==> config.mk <==
export PLATFORM = sky130hd
export DESIGN_NAME = sha1_message_digest_unit
export DESIGN_NICKNAME = d
export VERILOG_FILES = /design/src/rtl/sha1_pkg.sv /design/src/rtl/sha1_dp.sv /design/src/rtl/sha1_ctrl.sv /design/src/rtl/sha1_message_digest_unit.sv
export SDC_FILE = /design/constraint.sdc
export NUM_CORES = 2
export LEC_CHECK = 0
export BUFFER_PORTS_ARGS = -buffer_cell sky130_fd_sc_hd__buf_2
export CORE_ASPECT_RATIO = 1.4
export CORE_MARGIN = 2
export CORE_UTILIZATION = 64
export CTS_CLUSTER_DIAMETER = 60
export DETAILED_ROUTE_END_ITERATION = 8
export HOLD_SLACK_MARGIN = 0.15
export PLACE_DENSITY = 0.78
export SETUP_SLACK_MARGIN = 0.4
export SLEW_MARGIN = 10
export SYNTH_ARGS = -nofsm -noshare
export SYNTH_HDL_FRONTEND = slang
export SYNTH_SLANG_ARGS = --single-unit
==> constraint.sdc <==
create_clock -name clk -period 27.6 [get_ports clk]
set_clock_uncertainty 0.15 [all_clocks]
set_input_delay 0 -clock clk [delete_from_list [all_inputs] [get_ports clk]]
set_output_delay 0 -clock clk [all_outputs]
set_load 0.005 [all_outputs]
==> src/rtl/sha1_pkg.sv <==
// ----------------------------------------------------------------------------
// SHA-1 digest unit package
// Shared command/status types, round constants and initial hash value.
// ----------------------------------------------------------------------------
`default_nettype none

package sha1_pkg;

    localparam logic [31:0] K_CH   = 32'h5A827999;
    localparam logic [31:0] K_PAR1 = 32'h6ED9EBA1;
    localparam logic [31:0] K_MAJ  = 32'h8F1BBCDC;
    localparam logic [31:0] K_PAR2 = 32'hCA62C1D6;

    localparam logic [31:0] SHA1_IV [5] = '{
        32'h67452301, 32'hEFCDAB89, 32'h98BADCFE, 32'h10325476, 32'hC3D2E1F0
    };

    localparam logic [7:0] PAD_BYTE      = 8'h80;
    localparam logic [5:0] FILL_LAST     = 6'd63;
    localparam logic [5:0] FILL_PAD_END  = 6'd56;
    localparam logic [6:0] ROUND_LAST    = 7'd79;
    localparam logic [2:0] LEN_IDX_FIRST = 3'd7;
    localparam logic [2:0] WORD_IDX_LAST = 3'd4;

    typedef enum logic [1:0] {
        SRC_DATA,
        SRC_PAD,
        SRC_ZERO,
        SRC_LEN
    } byte_src_t;

    typedef enum logic [1:0] {
        GRP_CH,
        GRP_PAR1,
        GRP_MAJ,
        GRP_PAR2
    } round_grp_t;

    typedef struct packed {
        logic       push;
        byte_src_t  byte_sel;
        logic [2:0] len_idx;
        logic       load;
        logic       step;
        round_grp_t grp;
        logic       finish;
        logic       clear;
        logic [2:0] word_idx;
    } sha1_cmd_t;

    typedef struct packed {
        logic fill_last;
        logic fill_pad;
    } sha1_stat_t;

    function automatic round_grp_t round_grp(input logic [6:0] rnd);
        round_grp_t grp;
        priority if (rnd < 7'd20)
            grp = GRP_CH;
        else if (rnd < 7'd40)
            grp = GRP_PAR1;
        else if (rnd < 7'd60)
            grp = GRP_MAJ;
        else
            grp = GRP_PAR2;
        return grp;
    endfunction

endpackage

`default_nettype wire

==> src/rtl/sha1_dp.sv <==
// ----------------------------------------------------------------------------
// SHA-1 datapath
// Byte packer, 16-word schedule shift line, round unit, chaining and length.
// ----------------------------------------------------------------------------
`default_nettype none

module sha1_dp
    import sha1_pkg::*;
(
    input  wire logic        clk,
    input  wire logic        rst_n,
    input  wire sha1_cmd_t   cmd,
    input  wire logic [7:0]  data_byte,
    output sha1_stat_t       stat,
    output logic [31:0]      digest_word
);

    logic [5:0]  fill_reg, fill_next;
    logic [63:0] len_reg, len_next;
    logic [31:0] chain_reg [5];
    logic [31:0] chain_next [5];
    logic [23:0] acc_reg, acc_next;
    logic [31:0] w_reg [16];
    logic [31:0] w_next [16];
    logic [31:0] a_reg, b_reg, c_reg, d_reg, e_reg;
    logic [31:0] a_next, b_next, c_next, d_next, e_next;

    logic [7:0]  byte_in;
    logic [31:0] sched_new;
    logic [31:0] f_val;
    logic [31:0] k_val;
    logic        word_done;

    always_comb
    begin
        unique case (cmd.byte_sel)
            SRC_DATA: byte_in = data_byte;
            SRC_PAD:  byte_in = PAD_BYTE;
            SRC_ZERO: byte_in = 8'h00;
            SRC_LEN:  byte_in = len_reg[{cmd.len_idx, 3'b000} +: 8];
            default:  byte_in = 8'h00;
        endcase
    end

    assign word_done = cmd.push && (fill_reg[1:0] == 2'b11);

    // W[t+16] from taps t+13, t+8, t+2 and t of the shift line
    always_comb
    begin
        logic [31:0] mix;
        mix = w_reg[13] ^ w_reg[8] ^ w_reg[2] ^ w_reg[0];
        sched_new = {mix[30:0], mix[31]};
    end

    always_comb
    begin
        unique case (cmd.grp)
            GRP_CH:
            begin
                f_val = (b_reg & c_reg) | (~b_reg & d_reg);
                k_val = K_CH;
            end
            GRP_PAR1:
            begin
                f_val = b_reg ^ c_reg ^ d_reg;
                k_val = K_PAR1;
            end
            GRP_MAJ:
            begin
                f_val = (b_reg & c_reg) | (b_reg & d_reg) | (c_reg & d_reg);
                k_val = K_MAJ;
            end
            GRP_PAR2:
            begin
                f_val = b_reg ^ c_reg ^ d_reg;
                k_val = K_PAR2;
            end
            default:
            begin
                f_val = b_reg ^ c_reg ^ d_reg;
                k_val = K_PAR2;
            end
        endcase
    end

    always_comb
    begin
        fill_next = fill_reg;
        len_next  = len_reg;
        acc_next  = acc_reg;
        w_next    = w_reg;
        a_next    = a_reg;
        b_next    = b_reg;
        c_next    = c_reg;
        d_next    = d_reg;
        e_next    = e_reg;
        chain_next = chain_reg;

        if (cmd.push)
        begin
            fill_next = fill_reg + 6'd1;
            acc_next  = {acc_reg[15:0], byte_in};
            if (cmd.byte_sel == SRC_DATA)
                len_next = len_reg + 64'd8;
        end

        // shift a completed big-endian word, or in a round the new schedule word, into the schedule line
        if (word_done || cmd.step)
        begin
            for (int i = 0; i < 15; i++)
                w_next[i] = w_reg[i + 1];
            w_next[15] = cmd.step ? sched_new : {acc_reg, byte_in};
        end

        if (cmd.load)
        begin
            a_next = chain_reg[0];
            b_next = chain_reg[1];
            c_next = chain_reg[2];
            d_next = chain_reg[3];
            e_next = chain_reg[4];
        end
        else if (cmd.step)
        begin
            a_next = {a_reg[26:0], a_reg[31:27]} + f_val + e_reg + k_val + w_reg[0];
            b_next = a_reg;
            c_next = {b_reg[1:0], b_reg[31:2]};
            d_next = c_reg;
            e_next = d_reg;
        end

        if (cmd.finish)
        begin
            chain_next[0] = chain_reg[0] + a_reg;
            chain_next[1] = chain_reg[1] + b_reg;
            chain_next[2] = chain_reg[2] + c_reg;
            chain_next[3] = chain_reg[3] + d_reg;
            chain_next[4] = chain_reg[4] + e_reg;
        end
        else if (cmd.clear)
        begin
            chain_next = SHA1_IV;
            len_next   = 64'd0;
        end
    end

    always_ff @(posedge clk or negedge rst_n)
    begin
        if (!rst_n)
        begin
            fill_reg  <= 6'd0;
            len_reg   <= 64'd0;
            chain_reg <= SHA1_IV;
        end
        else
        begin
            fill_reg  <= fill_next;
            len_reg   <= len_next;
            chain_reg <= chain_next;
        end
    end

    always_ff @(posedge clk)
    begin
        acc_reg <= acc_next;
        w_reg   <= w_next;
        a_reg   <= a_next;
        b_reg   <= b_next;
        c_reg   <= c_next;
        d_reg   <= d_next;
        e_reg   <= e_next;
    end

    assign stat.fill_last = (fill_reg == FILL_LAST);
    assign stat.fill_pad  = (fill_reg == FILL_PAD_END);
    assign digest_word    = chain_reg[cmd.word_idx];

endmodule

`default_nettype wire

==> src/rtl/sha1_ctrl.sv <==
// ----------------------------------------------------------------------------
// SHA-1 controller
// Sequences byte intake, padding, the 80 rounds and digest output.
// ----------------------------------------------------------------------------
`default_nettype none

module sha1_ctrl
    import sha1_pkg::*;
(
    input  wire logic        clk,
    input  wire logic        rst_n,
    input  wire logic        s_axis_tvalid,
    output logic             s_axis_tready,
    input  wire logic        s_axis_tuser,
    input  wire logic        s_axis_tlast,
    output logic             m_axis_tvalid,
    input  wire logic        m_axis_tready,
    output logic [2:0]       m_axis_tuser,
    output logic             m_axis_tlast,
    input  wire sha1_stat_t  stat,
    output sha1_cmd_t        cmd
);

    typedef enum logic [2:0] {
        ST_IDLE,
        ST_PAD_ONE,
        ST_PAD_ZERO,
        ST_PAD_LEN,
        ST_LOAD,
        ST_ROUND,
        ST_FINISH,
        ST_OUT
    } state_t;

    state_t     state_reg, state_next;
    state_t     ret_reg, ret_next;
    logic [6:0] rnd_reg, rnd_next;
    logic [2:0] lidx_reg, lidx_next;
    logic [2:0] widx_reg, widx_next;

    always_comb
    begin
        state_next = state_reg;
        ret_next   = ret_reg;
        rnd_next   = rnd_reg;
        lidx_next  = lidx_reg;
        widx_next  = widx_reg;

        cmd          = '0;
        cmd.byte_sel = SRC_DATA;
        cmd.len_idx  = lidx_reg;
        cmd.grp      = round_grp(rnd_reg);
        cmd.word_idx = widx_reg;

        unique case (state_reg)
            ST_IDLE:
            begin
                if (s_axis_tvalid)
                begin
                    cmd.push = s_axis_tuser;
                    if (s_axis_tuser && stat.fill_last)
                    begin
                        state_next = ST_LOAD;
                        ret_next   = s_axis_tlast ? ST_PAD_ONE : ST_IDLE;
                    end
                    else if (s_axis_tlast)
                        state_next = ST_PAD_ONE;
                end
            end
            ST_PAD_ONE:
            begin
                cmd.push     = 1'b1;
                cmd.byte_sel = SRC_PAD;
                state_next   = stat.fill_last ? ST_LOAD : ST_PAD_ZERO;
                ret_next     = ST_PAD_ZERO;
            end
            ST_PAD_ZERO:
            begin
                if (stat.fill_pad)
                begin
                    state_next = ST_PAD_LEN;
                    lidx_next  = LEN_IDX_FIRST;
                end
                else
                begin
                    cmd.push     = 1'b1;
                    cmd.byte_sel = SRC_ZERO;
                    if (stat.fill_last)
                    begin
                        state_next = ST_LOAD;
                        ret_next   = ST_PAD_ZERO;
                    end
                end
            end
            ST_PAD_LEN:
            begin
                cmd.push     = 1'b1;
                cmd.byte_sel = SRC_LEN;
                lidx_next    = lidx_reg - 3'd1;
                if (stat.fill_last)
                begin
                    state_next = ST_LOAD;
                    ret_next   = ST_OUT;
                end
            end
            ST_LOAD:
            begin
                cmd.load   = 1'b1;
                rnd_next   = 7'd0;
                state_next = ST_ROUND;
            end
            ST_ROUND:
            begin
                cmd.step = 1'b1;
                if (rnd_reg == ROUND_LAST)
                    state_next = ST_FINISH;
                else
                    rnd_next = rnd_reg + 7'd1;
            end
            ST_FINISH:
            begin
                cmd.finish = 1'b1;
                state_next = ret_reg;
                widx_next  = 3'd0;
            end
            ST_OUT:
            begin
                if (m_axis_tready)
                begin
                    if (widx_reg == WORD_IDX_LAST)
                    begin
                        cmd.clear  = 1'b1;
                        widx_next  = 3'd0;
                        state_next = ST_IDLE;
                    end
                    else
                        widx_next = widx_reg + 3'd1;
                end
            end
            default:
                state_next = ST_IDLE;
        endcase
    end

    always_ff @(posedge clk or negedge rst_n)
    begin
        if (!rst_n)
        begin
            state_reg <= ST_IDLE;
            ret_reg   <= ST_IDLE;
            rnd_reg   <= 7'd0;
            lidx_reg  <= 3'd0;
            widx_reg  <= 3'd0;
        end
        else
        begin
            state_reg <= state_next;
            ret_reg   <= ret_next;
            rnd_reg   <= rnd_next;
            lidx_reg  <= lidx_next;
            widx_reg  <= widx_next;
        end
    end

    assign s_axis_tready = (state_reg == ST_IDLE);
    assign m_axis_tvalid = (state_reg == ST_OUT);
    assign m_axis_tuser  = widx_reg;
    assign m_axis_tlast  = (widx_reg == WORD_IDX_LAST);

endmodule

`default_nettype wire

==> src/rtl/sha1_message_digest_unit.sv <==
// Bytes are taken one per cycle while idle; the 64th byte of a block starts a compression
// (load, 80 rounds at one per cycle, chaining add).
// End of message: padding plus one or two compressions, then five digest transfers,
// one per cycle while m_axis_tready is high.
// No byte is taken during padding or compression; there is a single round unit.
// Reset (rst_n low, asynchronous): initial hash value loaded, length and fill cleared.
// ----------------------------------------------------------------------------
// SHA-1 message digest unit
// Byte-stream SHA-1 engine with padding and five-word digest output.
// ----------------------------------------------------------------------------
`default_nettype none

module sha1_message_digest_unit
    import sha1_pkg::*;
(
    input  wire logic        clk,
    input  wire logic        rst_n,
    input  wire logic        s_axis_tvalid,
    output logic             s_axis_tready,
    input  wire logic [7:0]  s_axis_tdata,   // [7:0] data_byte
    input  wire logic        s_axis_tuser,   // [0] byte_valid
    input  wire logic        s_axis_tlast,   // message_end
    output logic             m_axis_tvalid,
    input  wire logic        m_axis_tready,
    output logic [31:0]      m_axis_tdata,   // [31:0] digest_word
    output logic [2:0]       m_axis_tuser,   // [2:0] word_index
    output logic             m_axis_tlast    // last_word
);

    sha1_cmd_t  cmd;
    sha1_stat_t stat;

    sha1_ctrl u_ctrl (
        .clk           (clk),
        .rst_n         (rst_n),
        .s_axis_tvalid (s_axis_tvalid),
        .s_axis_tready (s_axis_tready),
        .s_axis_tuser  (s_axis_tuser),
        .s_axis_tlast  (s_axis_tlast),
        .m_axis_tvalid (m_axis_tvalid),
        .m_axis_tready (m_axis_tready),
        .m_axis_tuser  (m_axis_tuser),
        .m_axis_tlast  (m_axis_tlast),
        .stat          (stat),
        .cmd           (cmd)
    );

    sha1_dp u_dp (
        .clk         (clk),
        .rst_n       (rst_n),
        .cmd         (cmd),
        .data_byte   (s_axis_tdata),
        .stat        (stat),
        .digest_word (m_axis_tdata)
    );

endmodule

`default_nettype wire

# Yosys cells after proc, flatten, opt, wreduce, memory -nomap -nowiden
# Index checks and enable logic that the tools add are counted.
dict set report totals {
  ff_bits 945
  latchBits 0
  inputBits 14
  wordCells 175
  n_memories 0
  ramBits 0
  output_inout_bits 38
  romBits 0
}
dict set report classes {
  muxes 60
  reduce_logical 19
  n_lt_le_gt_ge 4
  addsub 14
  bitwise_logic 14
  div 0
  n_mul 0
  n_eq_ne 29
  n_shift 1
}
# operator count
set ops {}
lappend ops {{32-bit two-way mux} 13}
lappend ops {{160-bit two-way mux} 2}
lappend ops {{32-bit adder} 9}
lappend ops {{64-bit two-way mux} 4}
lappend ops {{32-bit XOR} 5}
lappend ops {{32-bit bitwise AND} 4}
lappend ops {{32-bit one-hot mux with 4 select lines} 1}
lappend ops {{32-bit binary-select mux with 3-bit select} 1}
lappend ops {{32-bit OR} 3}
lappend ops {{32-bit one-hot mux with 3 select lines} 1}
lappend ops {{64-bit by 4-bit adder with 64-bit output (second input constant)} 1}
lappend ops {{64-bit by 7-bit variable part select with 8-bit output} 1}
lappend ops {{3-bit two-way mux} 18}
lappend ops {{32-bit NOT} 1}
lappend ops {{8-bit one-hot mux with 4 select lines} 1}
lappend ops {{3-bit one-hot mux with 8 select lines} 1}
lappend ops {{3-bit equality test (second input constant)} 5}
lappend ops {{7-bit by 6-bit less-than comparator with 1-bit output (second input constant)} 2}
lappend ops {{7-bit one-hot mux with 2 select lines} 1}
lappend ops {{6-bit equality test (second input constant)} 2}
lappend ops {{2-bit by 1-bit != test with 1-bit output (second input constant)} 6}
lappend ops {{3-bit one-hot mux with 2 select lines} 2}
lappend ops {{3-bit one-hot mux with 4 select lines} 1}
lappend ops {{2-bit equality test (second input constant)} 5}
lappend ops {{other kinds (28)} 51}

# Depth between registers and ports, before layout
dict set report logic_depth {
  ltp_word 13
  mapped_depth 29
  depth_no_buf 25
}

# By module
# From an unflattened synthesis, not the netlist that was laid out.
dict set report hier_totals {
  hier_cells 4013
  hier_area_um2 49008.3
}
# mod n_inst area_each_um2 cells_per_inst seq_area_each_um2
set by_module_without_submodules {}
lappend by_module_without_submodules {sha1_dp 1 47789.6 3875 26680.6}
lappend by_module_without_submodules {sha1_ctrl 1 1218.7 138 475.5}

# Worst setup path after synthesis
# OpenSTA, ideal clock, no wires.
dict set report synth_path {
  path_type {register to register}
  from {reg u_ctrl.state_reg[1]}
  to {reg u_dp.w_reg[0] in the netlist's numbering, enable pin}
  arrival_ns 19.503
  n_path_buf 3
  required_time_ns 26.549
  setup_time_ns 0.901
  path_slack_ns 7.046
  synth_period_minus_slack_ns 20.554
  path_stages_with_launch 7
  path_cell_list {dfrtp_1 -> clkbuf_2 -> nor2_1 -> nand2_1 -> buf_1 -> clkbuf_1 -> nand2_1}
}
dict set report synth_via {
  elab_chain_cells 5
  elab_cells_between_ends 10
  classes_between {4 x eq/ne; 2 x mux; 4 x reduce/logical}
}
# element line_no
set synth_rtl {}
lappend synth_rtl {{start: declaration} sha1_ctrl.sv:35} ;# state_t state_reg, state_next;
lappend synth_rtl {{start signal: assignment} sha1_ctrl.sv:157} ;# state_reg <= state_next;
lappend synth_rtl {{3-bit by 1-bit equality test with 1-bit output / 3-bit by 2-bit equality test with 1-bit output (equally long branches)} sha1_ctrl.sv:55} ;# unique case (state_reg)
lappend synth_rtl {{2-bit OR reduction (no line)} --}
lappend synth_rtl {{1-bit one-hot mux with 3 select lines} sha1_ctrl.sv:55}
lappend synth_rtl {{1-bit logical AND} sha1_dp.sv:45} ;# assign word_done = cmd.push && (fill_reg[1:0] == 2'b11);
lappend synth_rtl {{1-bit logical OR (*)} sha1_dp.sv:108} ;# if (word_done || cmd.step)
lappend synth_rtl {{end signal: assignment} sha1_dp.sv:166} ;# w_reg <= w_next;
lappend synth_rtl {{end: declaration} sha1_dp.sv:23} ;# logic [31:0] w_reg [16];
# Every way passes the cells marked *; elsewhere a longest branch is shown, timed or not.
# A chain may end at the register's enable or synchronous reset.

# Worst setup path after layout
dict set report layout_path {
  from {reg u_ctrl.rnd_reg[5]}
  to {reg u_dp.a_reg[31] (data pin)}
}
dict set report layout_via {
  elab_chain_cells 13
  elab_cells_between_ends 19
  classes_between {4 x add/sub; 3 x order compare; 3 x eq/ne; 7 x mux; 2 x reduce/logical}
}
# element line_no
set layout_rtl {}
lappend layout_rtl {{start: declaration} sha1_ctrl.sv:37} ;# logic [6:0] rnd_reg, rnd_next;
lappend layout_rtl {{start signal: assignment} sha1_ctrl.sv:159} ;# rnd_reg <= rnd_next;
lappend layout_rtl {{7-bit by 6-bit less-than comparator with 1-bit output} sha1_pkg.sv:62} ;# else if (rnd < 7'd60)
lappend layout_rtl {{1-bit two-way mux} sha1_pkg.sv:62}
lappend layout_rtl {{2-bit two-way mux} sha1_pkg.sv:60} ;# else if (rnd < 7'd40)
lappend layout_rtl {{2-bit two-way mux (*)} sha1_pkg.sv:58} ;# priority if (rnd < 7'd20)
lappend layout_rtl {{2-bit by 1-bit equality test with 1-bit output / 2-bit equality test (equally long branches)} sha1_dp.sv:57} ;# unique case (cmd.grp)
lappend layout_rtl {{2-bit OR reduction (no line)} --}
lappend layout_rtl {{32-bit one-hot mux with 3 select lines} sha1_dp.sv:57}
lappend layout_rtl {{32-bit adder (2 in a row)} sha1_dp.sv:125} ;# a_next = {a_reg[26:0], a_reg[31:27]} + f_val + e_reg + k_val + w_reg[0];
lappend layout_rtl {{32-bit adder (*) (2 in a row)} sha1_dp.sv:125}
lappend layout_rtl {{32-bit two-way mux (*)} sha1_dp.sv:123} ;# else if (cmd.step)
lappend layout_rtl {{32-bit two-way mux (*)} sha1_dp.sv:115} ;# if (cmd.load)
lappend layout_rtl {{via u_dp.a_next[31]} sha1_dp.sv:26} ;# logic [31:0] a_next, b_next, c_next, d_next, e_next;
lappend layout_rtl {{end signal: assignment} sha1_dp.sv:167} ;# a_reg <= a_next;
lappend layout_rtl {{end: declaration} sha1_dp.sv:25} ;# logic [31:0] a_reg, b_reg, c_reg, d_reg, e_reg;
# Mark *: on every way through the listed nets, which the timed path passes. The rest lies on a longest branch. The select of a mux whose other input is x is not followed.

==> reports/metrics.cfg <==
[status]
outcome = complete, no violations

[hold_path]
holdCritStartpoint = s_axis_tdata[4]
hold_path_end = u_dp.acc_reg[4]$_DFFE_PP_
min_path_type = in2reg
hold_path_depth = 4

[clock_tree]
clkSlewWorstSetupHoldPaths_ns = 0.07
clk_path_buf_depth = 3
cts_resized = 0
htreeDepth = 3
clock-root-buffer = clkbuf_16
insertion_delay_ns = 0.67
cts_buffers = 89
clock_sinks = 942
cts_tree = done

[synth]
synthMuxAreaShare = 0.0258
synth_top_area_share = 0.425
yosysSeqAreaShare = 0.552
syn-cell-area_um2 = 49200
synth_top_area_cell = edfxtp_1
synth_top_flop_cell = edfxtp_1
synth_edf_count = 696
synth_common_cells = edfxtp_1, nand2_1, inv_1, o21ai_0, a21oi_1
yosys.cell_types.count = 96
ys_async_sr_fraction = 0.261
synth_top_family_by_area = simple AND/OR/NAND/NOR gates
synth_compound_area_frac = 0.111
syn_inst = 4217
synth_area_leaders = edfxtp_1, dfrtp_1, ha_1
avgSynthCellArea_um2 = 11.7
synth-simple-area-share = 0.112
yosysMostFrequentCell = edfxtp_1
synthAdderAreaFrac = 0.110
ys_warn_count = 0
syn_nets = 4589
synth_xor_area_frac = 0.0559
synth_seq_cells = 942

[grt]
grt_max_degree = 219
antenna_found_initial = 3
grt_usage = 0.315
grt_pass1_wl_mm = 189
grt_pass1_vias = 32700
grt-ovfl-total = 0

[power_and_ir_drop]
p_clk_frac = 0.455
seq_power_share = 0.540
comb_power_share = 0.005
p_total_uw = 2790
total_leakage_power_uw = 0.0230
netSwitchingFraction = 0.203
pwr_density_cell_nw_per_um2 = 51.9
ir_worst_vdd_mv = 0.0575
p_sw_uw = 565
internal_power_uw = 2220

[drt]
routedWlPerCell_um = 23.1
vias_per_cell = 6.21
drt-pass1-iter-count = 6
drtIter0Drc = 3377
route.final.wire_length_mm = 123
vias = 33000
drc = 0
ant_nets = 0

[critical_path]
criticalPathCategory = reg2reg
crit_path_max_fanout = 50
start_kind = flip-flop
worstPathArrival_ns = 7.64
rr_endpoint = u_dp.a_reg[31]$_DFFE_PP_
worst-r2r-cell-count = 24
reg2reg_from = u_ctrl.rnd_reg[5]$_DFFE_PN0P_
timing.reg2reg.setup_slack_ns = 20.15
worstPathRequired_ns = 27.80
critPathCaptureType = flip-flop

[finish]
largest_reg_flops = 512
layout-drive-gt1-share = 0.0949
final_nets = 4637
insertedDiodeCount = 0
area_growth_syn_to_layout_pct = 9.18
fin_area_um2 = 53700

[sta]
maxSlewHeadroom = 0.181
grt_setup_unrepaired = false
drv_slew = 0
hold_viol_final = 0
timing.fmax_ghz = 0.134
timing.setup.tns_ns = 0
whs_ns = 0.198
finalCritPeriodShare = 0.270
worst_pin_slew_ns = 1.23
final.setup.worst_slack_ns = 20.15
period_needed_ns = 7.45
setup_viol = 0

[floorplanning]
fp.dieW_um = 238
core_um2 = 76300
ios = 52
initial_core_util = 0.645
dieArea_um2 = 79100
die_h_um = 332
fp-row-count = 120

[placement]
dpl_worst_slack_ns = 20.31
numPortBuffers = 51
dpl.hpwl_mm = 84.0
globalplace.congestion = 0.941
dpl_cell_area_um2 = 50500

[job]
cap_violations = 0

[kinds of logic (layout without fill, tap and decap cells)]
kind of cell               Yosys count  after routing
AOI/OAI and AO/OA                  875            875
xor gates and xnor gates           314            314
adders and majority gates          359            359
buffers and inverters              426            550
DFF                                942            942
muxes                               69             69
and+or+nand+nor                   1232           1232
[worst max-delay path, cell delays in order, from the launching register on]
cell and delay [ns]:
dfrtp_1 0.41, inv_1 0.08, maj3_1 0.34, a221o_2 0.47, inv_1 0.12, ha_2 0.40, buf_4 0.53, a221oi_1 0.11
a31oi_1 0.24, fa_1 0.49, fa_1 0.52, inv_1 0.05, fa_1 0.51, inv_1 0.05, ha_1 0.33, nor2b_1 0.14
o21ai_0 0.26, a21oi_1 0.14, o22ai_1 0.48, o2111a_1 0.36, o31ai_1 0.14, a311o_1 0.36, a21oi_1 0.17, xnor2_1 0.13
o21ai_0 0.08
[routing by layer]
metal | global-route usage | vias up | share of wire
met5 | 0 | - | 0.00011
met4 | 0.161 | 2 | 0.056
met3 | 0.0426 | 334 | 0.070
met2 | 0.513 | 1377 | 0.48
met1 | 0.416 | 16200 | 0.39
li1 | - | 15100 | -
[worst max-delay path by stage]
stage | from | end | slack (ns)
2_1_floorplan | u_ctrl.state_reg[1]$_DFFE_PN0P_ | u_dp.w_reg[0]$_DFFE_PP_ | 7.05
4_1_cts | u_ctrl.rnd_reg[5]$_DFFE_PN0P_ | u_dp.a_reg[31]$_DFFE_PP_ | 20.25
3_5_place_dp | u_ctrl.rnd_reg[5]$_DFFE_PN0P_ | u_dp.a_reg[31]$_DFFE_PP_ | 20.31
5_1_grt | u_ctrl.rnd_reg[5]$_DFFE_PN0P_ | u_dp.a_reg[31]$_DFFE_PP_ | 19.96
3_3_place_gp | u_ctrl.rnd_reg[5]$_DFFE_PN0P_ | u_dp.a_reg[31]$_DFFE_PP_ | 20.43
6_report | u_ctrl.rnd_reg[5]$_DFFE_PN0P_ | u_dp.a_reg[31]$_DFFE_PP_ | 20.15
[what timing repair did]
item | CTS | global route
hold endpoints to repair | 257 | 0
buffers inserted | 0 | 0
hold buffers | 22 | 0
[cell type report]
| cell class | count | area, um^2 |
|---|---|---|
| sequential | 942 | 27200 |
| multi-input combinational | 2849 | 20500 |
| tap | 976 | 1220 |
| timing repair buffer | 106 | 788 |
| inverter | 277 | 1040 |
| clock buffer | 109 | 2370 |
| clock inverter | 58 | 632 |
| fill | 5380 | 22600 |
[cells in the final DEF, fill, tap and decap left out, drive strengths merged, types with 12 or more instances in the layout]
cell and n:
edfxtp 696, nand2 653, inv 283, o21ai 262, a21oi 255, ha 233
nor2 208, xnor2 185, dfrtp 166, xor2 129, fa 125, clkbuf 109
a21o 96, nand3 95, buf 85, dfstp 80, nand2b 55, nor3 53
mux4 45, a31oi 39, clkinv 37, nand4 30, o21bai 29, or3 27
a221oi 26, and3 26, a211oi 22, o21a 21, dlygate4sd3 21, o31ai 20
nor2b 18, o211ai 16, nand3b 15, a221o 15, mux2i 12, mux2 12
and2 12
[metrics by stage]
stage	cells	utilization
2_1_floorplan	4217	-
3_5_place_dp	5128	0.662
3_3_place_gp	5128	0.662
5_1_grt	5317	0.704
6_report	5317	0.704
4_1_cts	5317	0.704
[power groups by stage]
stage	registers (uW)	logic, uW	clock network, uW
3_3_place_gp	1530	11.5	0
2_1_floorplan	1530	0.714	0
3_5_place_dp	1530	11.5	0
4_1_cts	1510	14.6	1290
5_1_grt	1500	15.6	1340
6_report	1510	14.1	1270
No activity file was read; power rests on OpenSTA's default activity.
